--- src/hdl/tlpeq_pkg.sv ---
// Shared types, constants and field layout of the two-level priority event queue.
package tlpeq_pkg;

   // Default sizes handed to the top level
   localparam int DEFAULT_QUEUE_DEPTH   = 16;
   localparam int DEFAULT_PAYLOAD_WIDTH = 32;

   // Fixed widths of the request and response fields
   localparam int EVENT_W     = 32;
   localparam int COUNT_W     = 5;
   localparam int REQ_TDATA_W = 40;
   localparam int RSP_TDATA_W = 48;

   // Response tdata bit positions
   localparam int RSP_ACCEPTED_BIT = 0;
   localparam int RSP_EVALID_BIT   = 1;
   localparam int RSP_EPRIO_BIT    = 2;
   localparam int RSP_EPAY_LSB     = 3;
   localparam int RSP_BUSY_BIT     = RSP_EPAY_LSB + EVENT_W;
   localparam int RSP_PREEMPT_BIT  = RSP_BUSY_BIT + 1;
   localparam int RSP_HCOUNT_LSB   = RSP_PREEMPT_BIT + 1;
   localparam int RSP_LCOUNT_LSB   = RSP_HCOUNT_LSB + COUNT_W;

   // Priority codes
   localparam logic PRIO_HIGH = 1'b0;
   localparam logic PRIO_LOW  = 1'b1;

   // Request kinds
   typedef enum logic [1:0] {
      OP_ADD      = 2'd0,
      OP_DISPATCH = 2'd1,
      OP_DONE     = 2'd2,
      OP_NOP      = 2'd3
   } op_type;

   // Result of one request, known at acceptance; payload follows from the RAM
   typedef struct packed {
      logic               accepted;
      logic               event_valid;
      logic               event_priority;
      logic               busy;
      logic               preempt;
      logic [COUNT_W-1:0] high_count;
      logic [COUNT_W-1:0] low_count;
   } result_meta_type;

endpackage

--- src/hdl/tlpeq_ring_mem.sv ---
// Ring storage of one queue: single write port, one read port with registered data.
module tlpeq_ring_mem #(
   parameter int DEPTH = tlpeq_pkg::DEFAULT_QUEUE_DEPTH,
   parameter int WIDTH = tlpeq_pkg::DEFAULT_PAYLOAD_WIDTH,
   parameter int ADDR_W = $clog2(DEPTH)
) (
   input  logic              clock,
   input  logic              wr_en,
   input  logic [ADDR_W-1:0] wr_addr,
   input  logic [WIDTH-1:0]  wr_data,
   input  logic              rd_en,
   input  logic [ADDR_W-1:0] rd_addr,
   output logic [WIDTH-1:0]  rd_data
);

   logic [WIDTH-1:0] entry_ff [DEPTH];
   logic [WIDTH-1:0] rd_data_ff;

   // write port
   always_ff @(posedge clock) begin
      if (wr_en) begin
         entry_ff[wr_addr] <= wr_data;
      end
   end

   // read port; data holds until the next read
   always_ff @(posedge clock) begin
      if (rd_en) begin
         rd_data_ff <= entry_ff[rd_addr];
      end
   end

   assign rd_data = rd_data_ff;

endmodule

--- src/hdl/tlpeq_ctrl.sv ---
// Queue pointers, fill counts, run/preempt flags and RAM access decode per request.
module tlpeq_ctrl #(
   parameter int QUEUE_DEPTH   = tlpeq_pkg::DEFAULT_QUEUE_DEPTH,
   parameter int PAYLOAD_WIDTH = tlpeq_pkg::DEFAULT_PAYLOAD_WIDTH,
   parameter int PTR_W         = $clog2(QUEUE_DEPTH)
) (
   input  logic                          clock,
   input  logic                          reset,
   input  logic                          req_accept,
   input  tlpeq_pkg::op_type             req_op,
   input  logic                          req_prio,
   input  logic [tlpeq_pkg::EVENT_W-1:0] req_payload,
   output logic                          hi_wr_en,
   output logic                          lo_wr_en,
   output logic [PTR_W-1:0]              wr_addr,
   output logic [PAYLOAD_WIDTH-1:0]      wr_data,
   output logic                          hi_rd_en,
   output logic                          lo_rd_en,
   output logic [PTR_W-1:0]              hi_rd_addr,
   output logic [PTR_W-1:0]              lo_rd_addr,
   output tlpeq_pkg::result_meta_type    meta
);

   localparam int FILL_W = $clog2(QUEUE_DEPTH + 1);
   localparam logic [PTR_W-1:0]  PTR_LAST = PTR_W'(QUEUE_DEPTH - 1);
   localparam logic [FILL_W-1:0] FILL_MAX = FILL_W'(QUEUE_DEPTH);

   logic [PTR_W-1:0]  hi_rd_ff, hi_rd_in, hi_wr_ff, hi_wr_in;
   logic [PTR_W-1:0]  lo_rd_ff, lo_rd_in, lo_wr_ff, lo_wr_in;
   logic [FILL_W-1:0] hi_fill_ff, hi_fill_in, lo_fill_ff, lo_fill_in;
   logic              running_ff, running_in;
   logic              run_prio_ff, run_prio_in;
   logic              preempt_ff, preempt_in;
   logic              acc, ev_valid, ev_prio;

   function automatic logic [PTR_W-1:0] ptr_next(input logic [PTR_W-1:0] p);
      return (p == PTR_LAST) ? '0 : p + 1'b1;
   endfunction

   // request decode and next state
   always_comb begin
      hi_rd_in    = hi_rd_ff;
      hi_wr_in    = hi_wr_ff;
      hi_fill_in  = hi_fill_ff;
      lo_rd_in    = lo_rd_ff;
      lo_wr_in    = lo_wr_ff;
      lo_fill_in  = lo_fill_ff;
      running_in  = running_ff;
      run_prio_in = run_prio_ff;
      preempt_in  = preempt_ff;
      acc         = 1'b0;
      ev_valid    = 1'b0;
      ev_prio     = tlpeq_pkg::PRIO_HIGH;
      hi_wr_en    = 1'b0;
      lo_wr_en    = 1'b0;
      hi_rd_en    = 1'b0;
      lo_rd_en    = 1'b0;
      wr_addr     = (req_prio == tlpeq_pkg::PRIO_HIGH) ? hi_wr_ff : lo_wr_ff;
      if (req_accept) begin
         unique case (req_op)
            tlpeq_pkg::OP_ADD: begin
               if (req_prio == tlpeq_pkg::PRIO_HIGH) begin
                  if (hi_fill_ff != FILL_MAX) begin
                     acc        = 1'b1;
                     hi_wr_en   = 1'b1;
                     hi_wr_in   = ptr_next(hi_wr_ff);
                     hi_fill_in = hi_fill_ff + 1'b1;
                     if (running_ff && run_prio_ff == tlpeq_pkg::PRIO_LOW) begin
                        preempt_in = 1'b1;
                     end
                  end
               end else begin
                  if (lo_fill_ff != FILL_MAX) begin
                     acc        = 1'b1;
                     lo_wr_en   = 1'b1;
                     lo_wr_in   = ptr_next(lo_wr_ff);
                     lo_fill_in = lo_fill_ff + 1'b1;
                  end
               end
            end
            tlpeq_pkg::OP_DISPATCH: begin
               if (!running_ff) begin
                  if (hi_fill_ff != '0) begin
                     hi_rd_en   = 1'b1;
                     hi_rd_in   = ptr_next(hi_rd_ff);
                     hi_fill_in = hi_fill_ff - 1'b1;
                     ev_valid   = 1'b1;
                     ev_prio    = tlpeq_pkg::PRIO_HIGH;
                  end else if (lo_fill_ff != '0) begin
                     lo_rd_en   = 1'b1;
                     lo_rd_in   = ptr_next(lo_rd_ff);
                     lo_fill_in = lo_fill_ff - 1'b1;
                     ev_valid   = 1'b1;
                     ev_prio    = tlpeq_pkg::PRIO_LOW;
                  end
                  if (ev_valid) begin
                     acc         = 1'b1;
                     running_in  = 1'b1;
                     run_prio_in = ev_prio;
                  end
               end
            end
            tlpeq_pkg::OP_DONE: begin
               acc         = running_ff;
               running_in  = 1'b0;
               run_prio_in = tlpeq_pkg::PRIO_HIGH;
               preempt_in  = 1'b0;
            end
            tlpeq_pkg::OP_NOP: begin
               acc = 1'b0;
            end
            default: begin
               acc = 1'b0;
            end
         endcase
      end
   end

   assign wr_data    = PAYLOAD_WIDTH'(req_payload);
   assign hi_rd_addr = hi_rd_ff;
   assign lo_rd_addr = lo_rd_ff;

   // result fields that follow from the updated state
   always_comb begin
      meta.accepted       = acc;
      meta.event_valid    = ev_valid;
      meta.event_priority = ev_prio;
      meta.busy           = running_in;
      meta.preempt        = preempt_in;
      meta.high_count     = tlpeq_pkg::COUNT_W'(hi_fill_in);
      meta.low_count      = tlpeq_pkg::COUNT_W'(lo_fill_in);
   end

   // state registers
   always_ff @(posedge clock) begin
      if (reset) begin
         hi_rd_ff    <= '0;
         hi_wr_ff    <= '0;
         hi_fill_ff  <= '0;
         lo_rd_ff    <= '0;
         lo_wr_ff    <= '0;
         lo_fill_ff  <= '0;
         running_ff  <= 1'b0;
         run_prio_ff <= tlpeq_pkg::PRIO_HIGH;
         preempt_ff  <= 1'b0;
      end else begin
         hi_rd_ff    <= hi_rd_in;
         hi_wr_ff    <= hi_wr_in;
         hi_fill_ff  <= hi_fill_in;
         lo_rd_ff    <= lo_rd_in;
         lo_wr_ff    <= lo_wr_in;
         lo_fill_ff  <= lo_fill_in;
         running_ff  <= running_in;
         run_prio_ff <= run_prio_in;
         preempt_ff  <= preempt_in;
      end
   end

endmodule

--- src/hdl/two_level_priority_event_queue_core.sv ---
// Top level of the two-level priority event queue: handshake, RAMs and response register.
//
// Requests arrive on the req_ stream: req_tuser carries the kind (add, dispatch,
// done, no-op), req_tdata the priority of an add and its payload word. Every
// request yields exactly one response on the rsp_ stream, in order.
// A request updates pointers, counts and flags in the cycle it is accepted and
// starts at most one access of the high or low queue RAM at that same edge. The RAM
// read data is there in the following cycle, and the response register loads from
// the pending stage when it is free or draining, and rsp_tvalid then rises.
// Throughput is one request per cycle while rsp_tready stays high; the RAM
// read latency sits in a one-entry pending stage, not in the request path.
// When the receiver stalls, the response holds and one more request may be
// taken into the pending stage; req_tready then drops until the response moves.
// Reset (synchronous, active high) empties both queues, clears busy and preempt
// and drops both valid flags; queue RAM contents are not cleared and need not be,
// since an entry is only read after it was written.
module two_level_priority_event_queue_core #(
   parameter int QUEUE_DEPTH   = tlpeq_pkg::DEFAULT_QUEUE_DEPTH,
   parameter int PAYLOAD_WIDTH = tlpeq_pkg::DEFAULT_PAYLOAD_WIDTH
) (
   input  logic                              clock,
   input  logic                              reset,
   input  logic                              req_tvalid,
   output logic                              req_tready,
   // [0] priority_req, [32:1] payload, [39:33] zero
   input  logic [tlpeq_pkg::REQ_TDATA_W-1:0] req_tdata,
   // [1:0] opcode
   input  logic [1:0]                        req_tuser,
   output logic                              rsp_tvalid,
   input  logic                              rsp_tready,
   // [0] accepted, [1] event_valid, [2] event_priority, [34:3] event_payload,
   // [35] busy_res, [36] preempt, [41:37] high_count, [46:42] low_count, [47] zero
   output logic [tlpeq_pkg::RSP_TDATA_W-1:0] rsp_tdata
);

   localparam int PTR_W = $clog2(QUEUE_DEPTH);

   logic                          req_accept, out_load;
   logic                          pend_ff, pend_in;
   logic                          rsp_valid_ff, rsp_valid_in;
   logic [tlpeq_pkg::RSP_TDATA_W-1:0] rsp_data_ff, rsp_data_in;
   tlpeq_pkg::result_meta_type    meta, meta_ff;
   logic                          hi_wr_en, lo_wr_en, hi_rd_en, lo_rd_en;
   logic [PTR_W-1:0]              wr_addr, hi_rd_addr, lo_rd_addr;
   logic [PAYLOAD_WIDTH-1:0]      wr_data, hi_rd_data, lo_rd_data;
   logic [tlpeq_pkg::EVENT_W-1:0] ev_payload;

   // handshake: response register free or draining this cycle
   assign out_load   = !rsp_valid_ff || rsp_tready;
   assign req_tready = !pend_ff || out_load;
   assign req_accept = req_tvalid && req_tready;

   tlpeq_ctrl #(
      .QUEUE_DEPTH   (QUEUE_DEPTH),
      .PAYLOAD_WIDTH (PAYLOAD_WIDTH)
   ) u_ctrl (
      .clock       (clock),
      .reset       (reset),
      .req_accept  (req_accept),
      .req_op      (tlpeq_pkg::op_type'(req_tuser)),
      .req_prio    (req_tdata[0]),
      .req_payload (req_tdata[tlpeq_pkg::EVENT_W:1]),
      .hi_wr_en    (hi_wr_en),
      .lo_wr_en    (lo_wr_en),
      .wr_addr     (wr_addr),
      .wr_data     (wr_data),
      .hi_rd_en    (hi_rd_en),
      .lo_rd_en    (lo_rd_en),
      .hi_rd_addr  (hi_rd_addr),
      .lo_rd_addr  (lo_rd_addr),
      .meta        (meta)
   );

   tlpeq_ring_mem #(
      .DEPTH (QUEUE_DEPTH),
      .WIDTH (PAYLOAD_WIDTH)
   ) u_high_mem (
      .clock   (clock),
      .wr_en   (hi_wr_en),
      .wr_addr (wr_addr),
      .wr_data (wr_data),
      .rd_en   (hi_rd_en),
      .rd_addr (hi_rd_addr),
      .rd_data (hi_rd_data)
   );

   tlpeq_ring_mem #(
      .DEPTH (QUEUE_DEPTH),
      .WIDTH (PAYLOAD_WIDTH)
   ) u_low_mem (
      .clock   (clock),
      .wr_en   (lo_wr_en),
      .wr_addr (wr_addr),
      .wr_data (wr_data),
      .rd_en   (lo_rd_en),
      .rd_addr (lo_rd_addr),
      .rd_data (lo_rd_data)
   );

   // pending stage waits for RAM read data
   always_comb begin
      if (req_accept) begin
         pend_in = 1'b1;
      end else if (out_load) begin
         pend_in = 1'b0;
      end else begin
         pend_in = pend_ff;
      end
   end

   // response assembly
   always_comb begin
      if (!meta_ff.event_valid) begin
         ev_payload = '0;
      end else if (meta_ff.event_priority == tlpeq_pkg::PRIO_LOW) begin
         ev_payload = tlpeq_pkg::EVENT_W'(lo_rd_data);
      end else begin
         ev_payload = tlpeq_pkg::EVENT_W'(hi_rd_data);
      end
      rsp_data_in = {1'b0, meta_ff.low_count, meta_ff.high_count, meta_ff.preempt,
                     meta_ff.busy, ev_payload, meta_ff.event_priority,
                     meta_ff.event_valid, meta_ff.accepted};
      if (pend_ff && out_load) begin
         rsp_valid_in = 1'b1;
      end else if (rsp_tready) begin
         rsp_valid_in = 1'b0;
      end else begin
         rsp_valid_in = rsp_valid_ff;
      end
   end

   // control registers
   always_ff @(posedge clock) begin
      if (reset) begin
         pend_ff      <= 1'b0;
         rsp_valid_ff <= 1'b0;
      end else begin
         pend_ff      <= pend_in;
         rsp_valid_ff <= rsp_valid_in;
      end
   end

   // payload registers
   always_ff @(posedge clock) begin
      if (req_accept) begin
         meta_ff <= meta;
      end
      if (pend_ff && out_load) begin
         rsp_data_ff <= rsp_data_in;
      end
   end

   assign rsp_tvalid = rsp_valid_ff;
   assign rsp_tdata  = rsp_data_ff;

endmodule

--- config.mk ---
export PLATFORM = sky130hd
export DESIGN_NAME = two_level_priority_event_queue_core
export DESIGN_NICKNAME = d
export VERILOG_FILES = /design/src/hdl/tlpeq_pkg.sv /design/src/hdl/tlpeq_ring_mem.sv /design/src/hdl/tlpeq_ctrl.sv /design/src/hdl/two_level_priority_event_queue_core.sv
export SDC_FILE = /design/constraint.sdc
export NUM_CORES = 1
export LEC_CHECK = 0
export BUFFER_PORTS_ARGS = -buffer_cell sky130_fd_sc_hd__buf_2
export CORE_AREA = 2 2 385 387
export DETAILED_ROUTE_END_ITERATION = 6
export DIE_AREA = 0 0 387 389
export PLACE_DENSITY = 0.52
export SLEW_MARGIN = 20
export SYNTH_ARGS = -nofsm -noshare
export SYNTH_HDL_FRONTEND = slang
export SYNTH_HIERARCHICAL = 1
export SYNTH_SLANG_ARGS = --single-unit
--- constraint.sdc ---
create_clock -name clock -period 5.3 [get_ports clock]
set_input_delay 0.795 -clock clock [delete_from_list [all_inputs] [get_ports clock]]
set_output_delay 0.795 -clock clock [all_outputs]
set_load 0.05 [all_outputs]
---- Word-level counts from Yosys, hierarchy flattened ----
Memory sizes are Yosys's and may differ from the RTL's. A register that Yosys moved wholly into a read port is not among the register bits.
Index checks and enable logic that the tools add are counted.
storage, ports and cells
  register bits ........................... 93
  bits in writable memories ............... 1,024
  bits of input ports ..................... 46
  output and inout port bits .............. 50
  word-level logic and storage cells ...... 127
  memories ................................ 2
operators by class
  add/sub/neg operators ................... 8
  eq/ne operators ......................... 11
  multiplexer cells ....................... 63
  bitwise logic cells ..................... 4
  reductions and logical operators ........ 19
memory list
  memory               depth  bits a word  read ports  clocked after Yosys merged registers in  wr ports  RTL line              RTL
  u_high_mem.entry_ff  16     32           1           1                                        1         tlpeq_ring_mem.sv:16  logic [WIDTH-1:0] entry_ff [DEPTH];
  u_low_mem.entry_ff   16     32           1           1                                        1         tlpeq_ring_mem.sv:16
operators by type and width
  cell                                                    count
  two-way mux 5 bit                                       11
  two-way mux 1 bit                                       40
  two-way mux 32 bit                                      1
  two-way mux 4 bit                                       5
  case mux 5 bit (2 select lines)                         2
  adder 4 x 1 -> 4 bit (second input constant)            4
  == test 4 bit (second input constant)                   4
  AND reduction 4 bit                                     4
  adder 5 x 1 -> 5 bit (second input constant)            2
  inequality test 5 bit (second input constant)           2
  nonzero test 5 bit                                      2
  subtractor 5 x 1 -> 5 bit (second input constant)       2
  case mux 1 bit (2 select lines)                         3
  nonzero test 2 bit                                      3
  AND reduction 5 bit                                     1
  == test 2 bit (second input constant)                   2
  inverter 1 bit                                          4
  case mux 1 bit (4 select lines)                         1
  logical AND 1 bit                                       3
  == test 2 x 1 -> 1 bit (second input constant)          1
  logical NOT 1 bit                                       2
  logical NOT 2 bit                                       1
  logical OR 1 bit                                        2
  inequality test 2 x 1 -> 1 bit (second input constant)  1
  2 further kinds                                         2

---- Longest topological paths before layout ----
Gate-level depths: netlist of the first run.
  depth in word-level cells ............... 10
  mapped depth ............................ 9
  mapped depth without buffers ............ 7

---- Modules after synthesis ----
The synthesis of the first run kept the hierarchy.
by module, submodules not included
  module                               times used  cells an instance  area each (um2)
  tlpeq_ring_mem                       2           838                20,155.6
  two_level_priority_event_queue_core  1           145                2,560.0
  tlpeq_ctrl                           1           277                2,267.2

---- Worst setup path after synthesis of the first run ----
No wires, ideal clock.
  kind .................................... input-to-reg
  start point ............................. in rsp_tready
  end point ............................... mem u_high_mem/entry_ff[0][0] in the netlist's numbering, enable pin
  setup time .............................. 0.461 ns
  arrival time ............................ 5.702 ns
  required time ........................... 4.839 ns
  slack ................................... -0.863 ns
  stages on the path ...................... 7
  path buffers ............................ 1
  cells stage by stage .................... nand3b_1 and2_1 clkbuf_1 nand2_1 nor3_1 or3b_2 nor3_1
between the ends
  cells in the longest elaborated chain, start to end .. 6
RTL lines
  what                                     RTL line                                   RTL
  from (decl)                              two_level_priority_event_queue_core.sv:30  input logic rsp_tready,
  logical OR 1 bit                         two_level_priority_event_queue_core.sv:49  assign out_load = !rsp_valid_ff || rsp_tready;
  logical OR 1 bit                         two_level_priority_event_queue_core.sv:50  assign req_tready = !pend_ff || out_load;
  logical AND 1 bit                        two_level_priority_event_queue_core.sv:51  assign req_accept = req_tvalid && req_tready;
  two-way mux 1 bit                        tlpeq_ctrl.sv:59                           if (req_accept) begin
  via hi_wr_en                             two_level_priority_event_queue_core.sv:43  logic hi_wr_en, lo_wr_en, hi_rd_en, lo_rd_en;
  two-way mux 1 bit                        tlpeq_ring_mem.sv:21                       if (wr_en) begin
  two-way mux 1 bit (not written as such)  tlpeq_ring_mem.sv:22                       entry_ff[wr_addr] <= wr_data;
  to (decl)                                tlpeq_ring_mem.sv:16
The timed path passes the listed nets, and every way through them passes these cells.

---- Final worst setup path of the first run ----
  start point ............................. reg rsp_valid_ff, in the netlist rsp_tvalid
  end point ............................... mem u_high_mem/entry_ff[11][25] in the netlist's numbering, enable pin
between the ends
  cells in the longest elaborated chain, start to end .. 7
RTL lines
  what                                     RTL line                                    RTL
  from (decl)                              two_level_priority_event_queue_core.sv:40   logic rsp_valid_ff, rsp_valid_in;
  from (signal assigned)                   two_level_priority_event_queue_core.sv:139  rsp_valid_ff <= rsp_valid_in;
  logical NOT 1 bit                        two_level_priority_event_queue_core.sv:49
  logical OR 1 bit                         two_level_priority_event_queue_core.sv:49
  logical OR 1 bit                         two_level_priority_event_queue_core.sv:50
  logical AND 1 bit                        two_level_priority_event_queue_core.sv:51
  two-way mux 1 bit                        tlpeq_ctrl.sv:59
  via hi_wr_en                             two_level_priority_event_queue_core.sv:43
  two-way mux 1 bit                        tlpeq_ring_mem.sv:21
  two-way mux 1 bit (not written as such)  tlpeq_ring_mem.sv:22
The timed path passes the listed nets, and every way through them passes these cells.

==> impl_results.md, run 1 <==
- Final #Nets: 2,269
- Yosys Warn Count: 6
- Worst-Skew Late Latency: 740 ps
- R2r setup slk: 1690 ps
- Starting Density: 30.8%
- Worst hold slack: 382 ps
- Dominant synthesized flop cell: edfxtp_1
- Max VDD drop: 0.256 mV
- Tot GR Track Use: 13.5%
- # port buffers: 87
- Setup TNS: 0 ps
- Lkg Pwr: 15.6 nW
- Post-Syn Area: 0.0451 sq mm
- Slew margin rel.: 25.9%
- Clock root buffer: clkbuf_16
- Post-CTS setup buffers: 0
- Crit Path Class: register to register
- Max clock buf depth: 3
- Fin crit period: 3610 ps
- Final Hold Fails: 0
- Clk sinks: 1,181
- Mean Syn Cell Area: 21.5 sq um
- Detailed Route WL: 103,000 um
- Row cnt: 141
- Global placement routability congestion: 0.772
- DR pass1 iterations: 6
- Via count: 21,000
- Num CTS Buffers: 115
- Fin Clk Skew: 78.0 ps
- Initial antenna violation count: 5
- PostCTS Resize Cnt: 0
- Worst-margin pin slew: 1110 ps
- IO Count: 96
- Distinct cells, synth: 69
- Global-route wire length before repair: 150,000 um
- Routed WL per cell: 24.2 um
- Fill count: 13,400
- Required time of the critical path: 5720 ps
- Crit path launch type: register
- Overall die height: 389 um
- Horiz. Die Dim: 387 um
- CP arrival: 4040 ps
- # setup viols final: 0
- Final worst path period share: 68.2%
- PD cells: 364 mW/mm^2
- Async S/R FF share, synth: 0%
- CP Capture Type: register
- CP Max Fanout: 18
- FMAX: 0.277 GHz
- RSZ-0062 raised after global routing: no
- DP HPWL: 59,500 um
- Fin. max-slew vios: 0
- Synthesis-to-finish area growth: 14.6%
- # hold bufs at CTS: 0
- Number of vias per cell: 4.95
- Worst-path clk slew: 60 ps
- CORE AREA: 0.147 sq mm
- Status: finished clean
- Number of global-route vias before repair: 21,700
- Synth Instances: 2,098
- CTS tree: yes
- Syn_nets: 2,155
- Yosys reg bits: 1,181
- H-tree depth: 3
- Hold crit path type: input pin to register
- Drt drc: 0
- Post-synth EDFFs: 1,150
- Max Cap Viol: 0
- Sequential area share after synthesis: 77.9%
- Largest net degree at the start of global routing: 103
- Fraction of layout cells with a size suffix above 1: 27.0%
- GRT Residual Overflow: 0
- Routed Antenna Nets: 0
- DR iter-0 viols: 1,990
- Die area: 0.151 sq mm
-- worst max-delay path, stage by stage, from the launching register on --
cell	delay (ps)
dfxtp_1	320
nand3b_1	120
and2_1	580
nand2_1	420
nor3_1	270
buf_4	220
nand3b_1	350
nor2_4	680
buf_4	360
-- placed cells by master (no fill, tap or decap), types with 12 or more instances in the layout --
cell       count
buf_2         87
nor2_4        26
inv_1         13
nor2_1        15
a22oi_1      129
mux2i_1       41
edfxtp_1    1150
clkinv_2      21
clkbuf_16    116
clkinv_1      25
nor2b_1       39
nand3_1       12
buf_4         51
dfxtp_1       27
clkbuf_1      25
mux4_2       256
nand2_1       86
-- synthesized netlist by cell type, drive strengths merged, types with 4 or more instances --
cell type  instances  area (sq um)
mux2               4          45.0
and2               5          31.3
mux4             256          5770
nor2b             43           269
nor4b              4          41.3
nor2              41           154
a311oi             4          41.3
nand2b             6          37.5
a41oi              5          51.3
a21oi             11          55.1
buf               97           657
ha                11           138
nand4              5          31.3
dfxtp             31           621
clkbuf            52           195
nand3b             8          60.1
edfxtp          1150         34500
a22oi            129           968
nand3             12          60.1
inv               13          48.8
nor3              14          70.1
nand2             86           323
nor4               6          37.5
o21ai              8          40.0
a31oi              8          50.1
mux2i             41           410
-- routing by layer --
layer	wire [um]	up-vias	share of wire (%)	global-route usage, %
met5	37	-	0.036	0
met2	48800	631	48	21.8
met3	6330	152	6.2	3.06
li1	-	8966	-	-
met4	2120	6	2.1	3.30
met1	45400	11200	44	18.6
-- final timing paths --
kind,cells after the start,start,to
max,8,rsp_tvalid,u_high_mem/entry_ff[11][25]
min,3,req_tvalid,pend_ff
max reg2reg,8,rsp_tvalid,u_high_mem/entry_ff[11][25]
min reg2reg,0,meta_ff[2],rsp_tdata[44]
-- where the power goes --
group / switching, mW / total [mW] / internal [mW]
sequential: 0.0307 / 10.3 / 10.3
clock: 3.48 / 8.06 / 4.58
combinational: 0.338 / 0.458 / 0.120
total: 3.85 / 18.8 / 15.0
-- flip-flops by register name (all words and copies together), names as in the netlist, 5 cells and up --
signal,cells
u_ctrl/lo_fill_ff,5
u_low_mem/entry_ff,512
u_low_mem/rd_data,32
u_ctrl/hi_fill_ff,5
u_high_mem/entry_ff,512
meta_ff,15
rsp_tdata,47
u_high_mem/rd_data,32
-- kinds of logic (layout without fill, tap and decap cells) --
family	after synthesis	after routing	share of synthesized area, %
DFF	1181	1181	77.9
muxes	301	301	13.8
and+or+nand+nor	249	249	2.84
AOI/OAI and AO/OA	188	188	3.09
buffers and inverters	163	371	2.02
adders and majority gates	11	11	0.305
xor gates and xnor gates	4	4	0.0776
other	1	4	0.00831
-- cell type report --
class                   instances  area (sq um)  share of cell area, %
diodes                          3          7.51                 0.0145
flip-flops and latches       1181         35200                   68.0
multi-input cells             754          9400                   18.2
inverters                      14          57.6                  0.111
clock buffers                 142          3010                   5.82
well taps                    1930          2410                   4.67
clock inverters                69           714                   1.38
repair buffers                146           978                   1.89
-- metrics by stage --
step	cells	area [sq um]	power, mW	setup slack [ps]	utilization [%]
5_1_grt	4236	51700	19.4	1470	35.3
2_1_floorplan	2098	45200	10.8	8.68	-
3_3_place_gp	4024	48000	11.0	1160	32.7
3_5_place_dp	4024	48000	11.0	1030	32.7
6_report	4239	51800	18.8	1690	35.3
4_1_cts	4235	51700	19.0	1690	35.3
(Power assumes the default switching activity.)
==> run 2, diff against run 1 <==
Settings changed: ABC_AREA set to 1, CORE_AREA 2 2 385 387 to 2 2 408 410, DIE_AREA 0 0 387 389 to 0 0 410 412.
Clock period 5.3 ns to 3 ns, I/O delays scaled along.
==> impl_results.md, run 2 <==
- CP arrival: 3000 ps (-1040 ps)
- # port buffers: 87 (unchanged)
- Worst-margin pin slew: 895 ps (-214 ps)
- Async S/R FF share, synth: 0% (unchanged)
- Row cnt: 149 (+5.7%)
- Worst-path clk slew: 60 ps (about the same)
- Top cells by count, synth: 1,417 x nand2_1, 1,150 x edfxtp_1, 822 x inv_1
- Yosys reg bits: 1,181 (unchanged)
- Cell mode on critical path: nand2_2
- Status: finished clean
- Slew margin rel.: 40.4% (+14 points)
- Area fraction of the dominant cell type after synthesis: 68.0% (-8.5 points)
- FMAX: 0.384 GHz (+39%)
- Overall die height: 412 um (+5.9%)
- Max VDD drop: 0.468 mV (+83%)
- Final Hold Fails: 0 (unchanged)
- Yosys Warn Count: 6 (unchanged)
- Synth area leader: edfxtp_1
- Largest stage delay, worst path: 400 ps (-280 ps)
- Dominant synthesized flop cell: edfxtp_1
- Crit Path Class: register to register
- Initial antenna violation count: 19 (+14)
- Final worst path period share: 86.7% (+19 points)
- Global-route wire length before repair: 196,000 um (+30%)
- Final #Nets: 4,882 (+120%)
- Most frequent cells in the layout: 1,417 x nand2_1, 1,150 x edfxtp_1, 818 x inv_1
- Clock root buffer: clkbuf_16
- Horiz. Die Dim: 410 um (+5.9%)
- Post-synth EDFFs: 1,150 (unchanged)
- Num CTS Buffers: 130 (+13%)
- Fill count: 16,100 (+20%)
- Distinct cells, synth: 47 (-32%)
- Area of the multi-input gates: 0.0110 sq mm (+17%)
- Max clock buf depth: 3 (unchanged)
- Number of global-route vias before repair: 30,400 (+40%)
- CTS tree: yes
- Worst hold slack: 105 ps (-277 ps)
- PD cells: 612 mW/mm^2 (+68%)
- Max Cap Viol: 0 (unchanged)
- DP HPWL: 75,100 um (+26%)
- CP Capture Type: register
- Area after DPL: 0.0539 sq mm (+12%)
- Global placement routability congestion: 0.798 (+3.3%)
- Clk sinks: 1,181 (unchanged)
- DR iter-0 viols: 2,532 (+27%)
- Number of vias per cell: 4.52 (-8.6%)
- Commonest non-fill, non-tap cell in the layout: nand2_1
- Routed Antenna Nets: 0 (unchanged)
- # setup viols final: 0 (unchanged)
- Fraction of layout cells with a size suffix above 1: 9.46% (-18 points)
- Routed WL per cell: 18.4 um (-24%)
- CP Max Fanout: 21 (+3)
- Starting Density: 30.9% (+0.15 points)
- Total power: 35.6 mW (+89%)
- Hold crit path type: input pin to register
- Reg area: 0.0352 sq mm (about the same)
- Setup TNS: 0 ps (unchanged)
- Most numerous cell in the Yosys netlist: nand2_1
- Tot GR Track Use: 15.4% (+1.9 points)
- Post-Syn Area: 0.0508 sq mm (+13%)
- Finished Cell Area: 0.0581 sq mm (+12%)
- Area contributors post-synth: edfxtp_1 68%, nand2_1 10%, nand3_1 7.8%
- Synthesis-to-finish area growth: 14.4%
- Crit-path cells: inv_1 -> ha_1 -> nand2_2 -> inv_2 -> nand2_2 -> nand2_4 -> nor2_8 -> nand3b_1 -> nor2_4 -> buf_4
- PostCTS Resize Cnt: 0 (unchanged)
- Worst-Skew Late Latency: 740 ps (about the same)
- Mean Syn Cell Area: 10.7 sq um (-50%)
- DR pass1 iterations: 5 (-1)
- Lkg Pwr: 23.6 nW (+51%)
- IO Count: 96 (unchanged)
- GRT Residual Overflow: 0 (unchanged)
- Crit path launch type: register
- CP max stage cell: dfxtp_1
- Detailed Route WL: 131,000 um (+27%)
- RSZ-0062 raised after global routing: no
- Drt drc: 0 (unchanged)
- H-tree depth: 4 (+1)
- Required time of the critical path: 3400 ps (-2320 ps)
- Via count: 32,200 (+53%)
- Fin crit period: 2600 ps (-1010 ps)
- Syn_nets: 4,811 (+120%)
- Synth Instances: 4,754 (+130%)
- Fin Clk Skew: 56.0 ps (-22.1 ps)
- Fin. max-slew vios: 0 (unchanged)
- CORE AREA: 0.164 sq mm (+12%)
- Die area: 0.169 sq mm (+12%)
- Sequential area share after synthesis: 69.2% (-8.7 points)
- Largest net degree at the start of global routing: 145 (+41%)
==> run 2: cell types whose count changed after synthesis, moves of 41 or more <==
cell | before | now
buf_6 | 2 | 61
a22oi_1 | 129 | 1
nor2_1 | 41 | 117
mux2i_1 | 41 | 0
nor2b_1 | 43 | 0
o21ai_0 | 7 | 53
inv_1 | 13 | 822
nand3_1 | 12 | 794
nand2_1 | 86 | 1417
mux4_2 | 256 | 0
buf_2 | 15 | 84
==> run 2: report_power, final <==
group,switching [mW],total [mW],internal [mW]
Sequential,0.0488,18.2,18.2
Combinational,1.08,1.39,0.308
Clock,6.67,16.0,9.29
==> run 2: repair_timing <==
| item | 4_1_cts | 5_1_grt |
|---|---|---|
| endpoints found under the hold margin | 1 | 0 |
| buffers inserted | 0 | 0 |
| hold buffers | 1 | 0 |
==> run 2: kinds of logic after synthesis <==
logic type               Yosys count  synth area share, %
adder cells (fa/ha/maj)           11                0.271
other                              1              0.00738
flip-flops                      1181                 69.2
AO/OA/AOI/OAI                     91                0.963
buffers and inverters           1098                 9.71
XOR/XNOR                           7                0.121
AND/OR/NAND/NOR                 2365                 19.7
==> run 2: stage by stage <==
step / setup slack (ps) / cells / utilization (%)
finish: 399 / 7116 / 35.4
global route: 235 / 7115 / 35.4
CTS: 406 / 7115 / 35.4
detailed placement: 187 / 6881 / 32.8
global placement: 220 / 6881 / 32.8
floorplan: 12.4 / 4754 / -
==> run 2: worst paths after layout <==
| check | slack, ps | startpoint | cells past startpoint | end |
|---|---|---|---|---|
| setup reg to reg | 400 | u_ctrl/hi_fill_ff[1] | 10 | u_high_mem/entry_ff[5][29] |
| setup / recovery | 400 | u_ctrl/hi_fill_ff[1] | 10 | u_high_mem/entry_ff[5][29] |
| hold / removal | 100 | rsp_tready | 4 | rsp_tvalid |
| hold reg to reg | 420 | meta_ff[11] | 0 | rsp_tdata[35] |
==> run 2: layer usage <==
layer	track usage, %	routed length [um]	part of all wire, %
met2	23.9	58700	45
met1	21.9	61300	47
met4	3.69	2370	1.8
met3	3.40	8180	6.3
met5	0	179	0.14
==> run 2: layout make-up <==
class | instances | area share, %
flip-flops and latches | 1181 | 60.5
diodes | 1 | 0.00431
clock buffers | 165 | 5.95
inverters | 833 | 5.42
clock inverters | 68 | 1.36
well taps | 2189 | 4.71
multi-input cells | 2475 | 18.9
repair buffers | 204 | 3.10
==> run 2: worst max-delay path, delay by kind of cell, from the launching register on <==
family / cells / cell delay, ps
adder cells (fa/ha/maj): 1 / 280
buffers and inverters: 3 / 490
flip-flops: 1 / 400
AND/OR/NAND/NOR: 6 / 1040
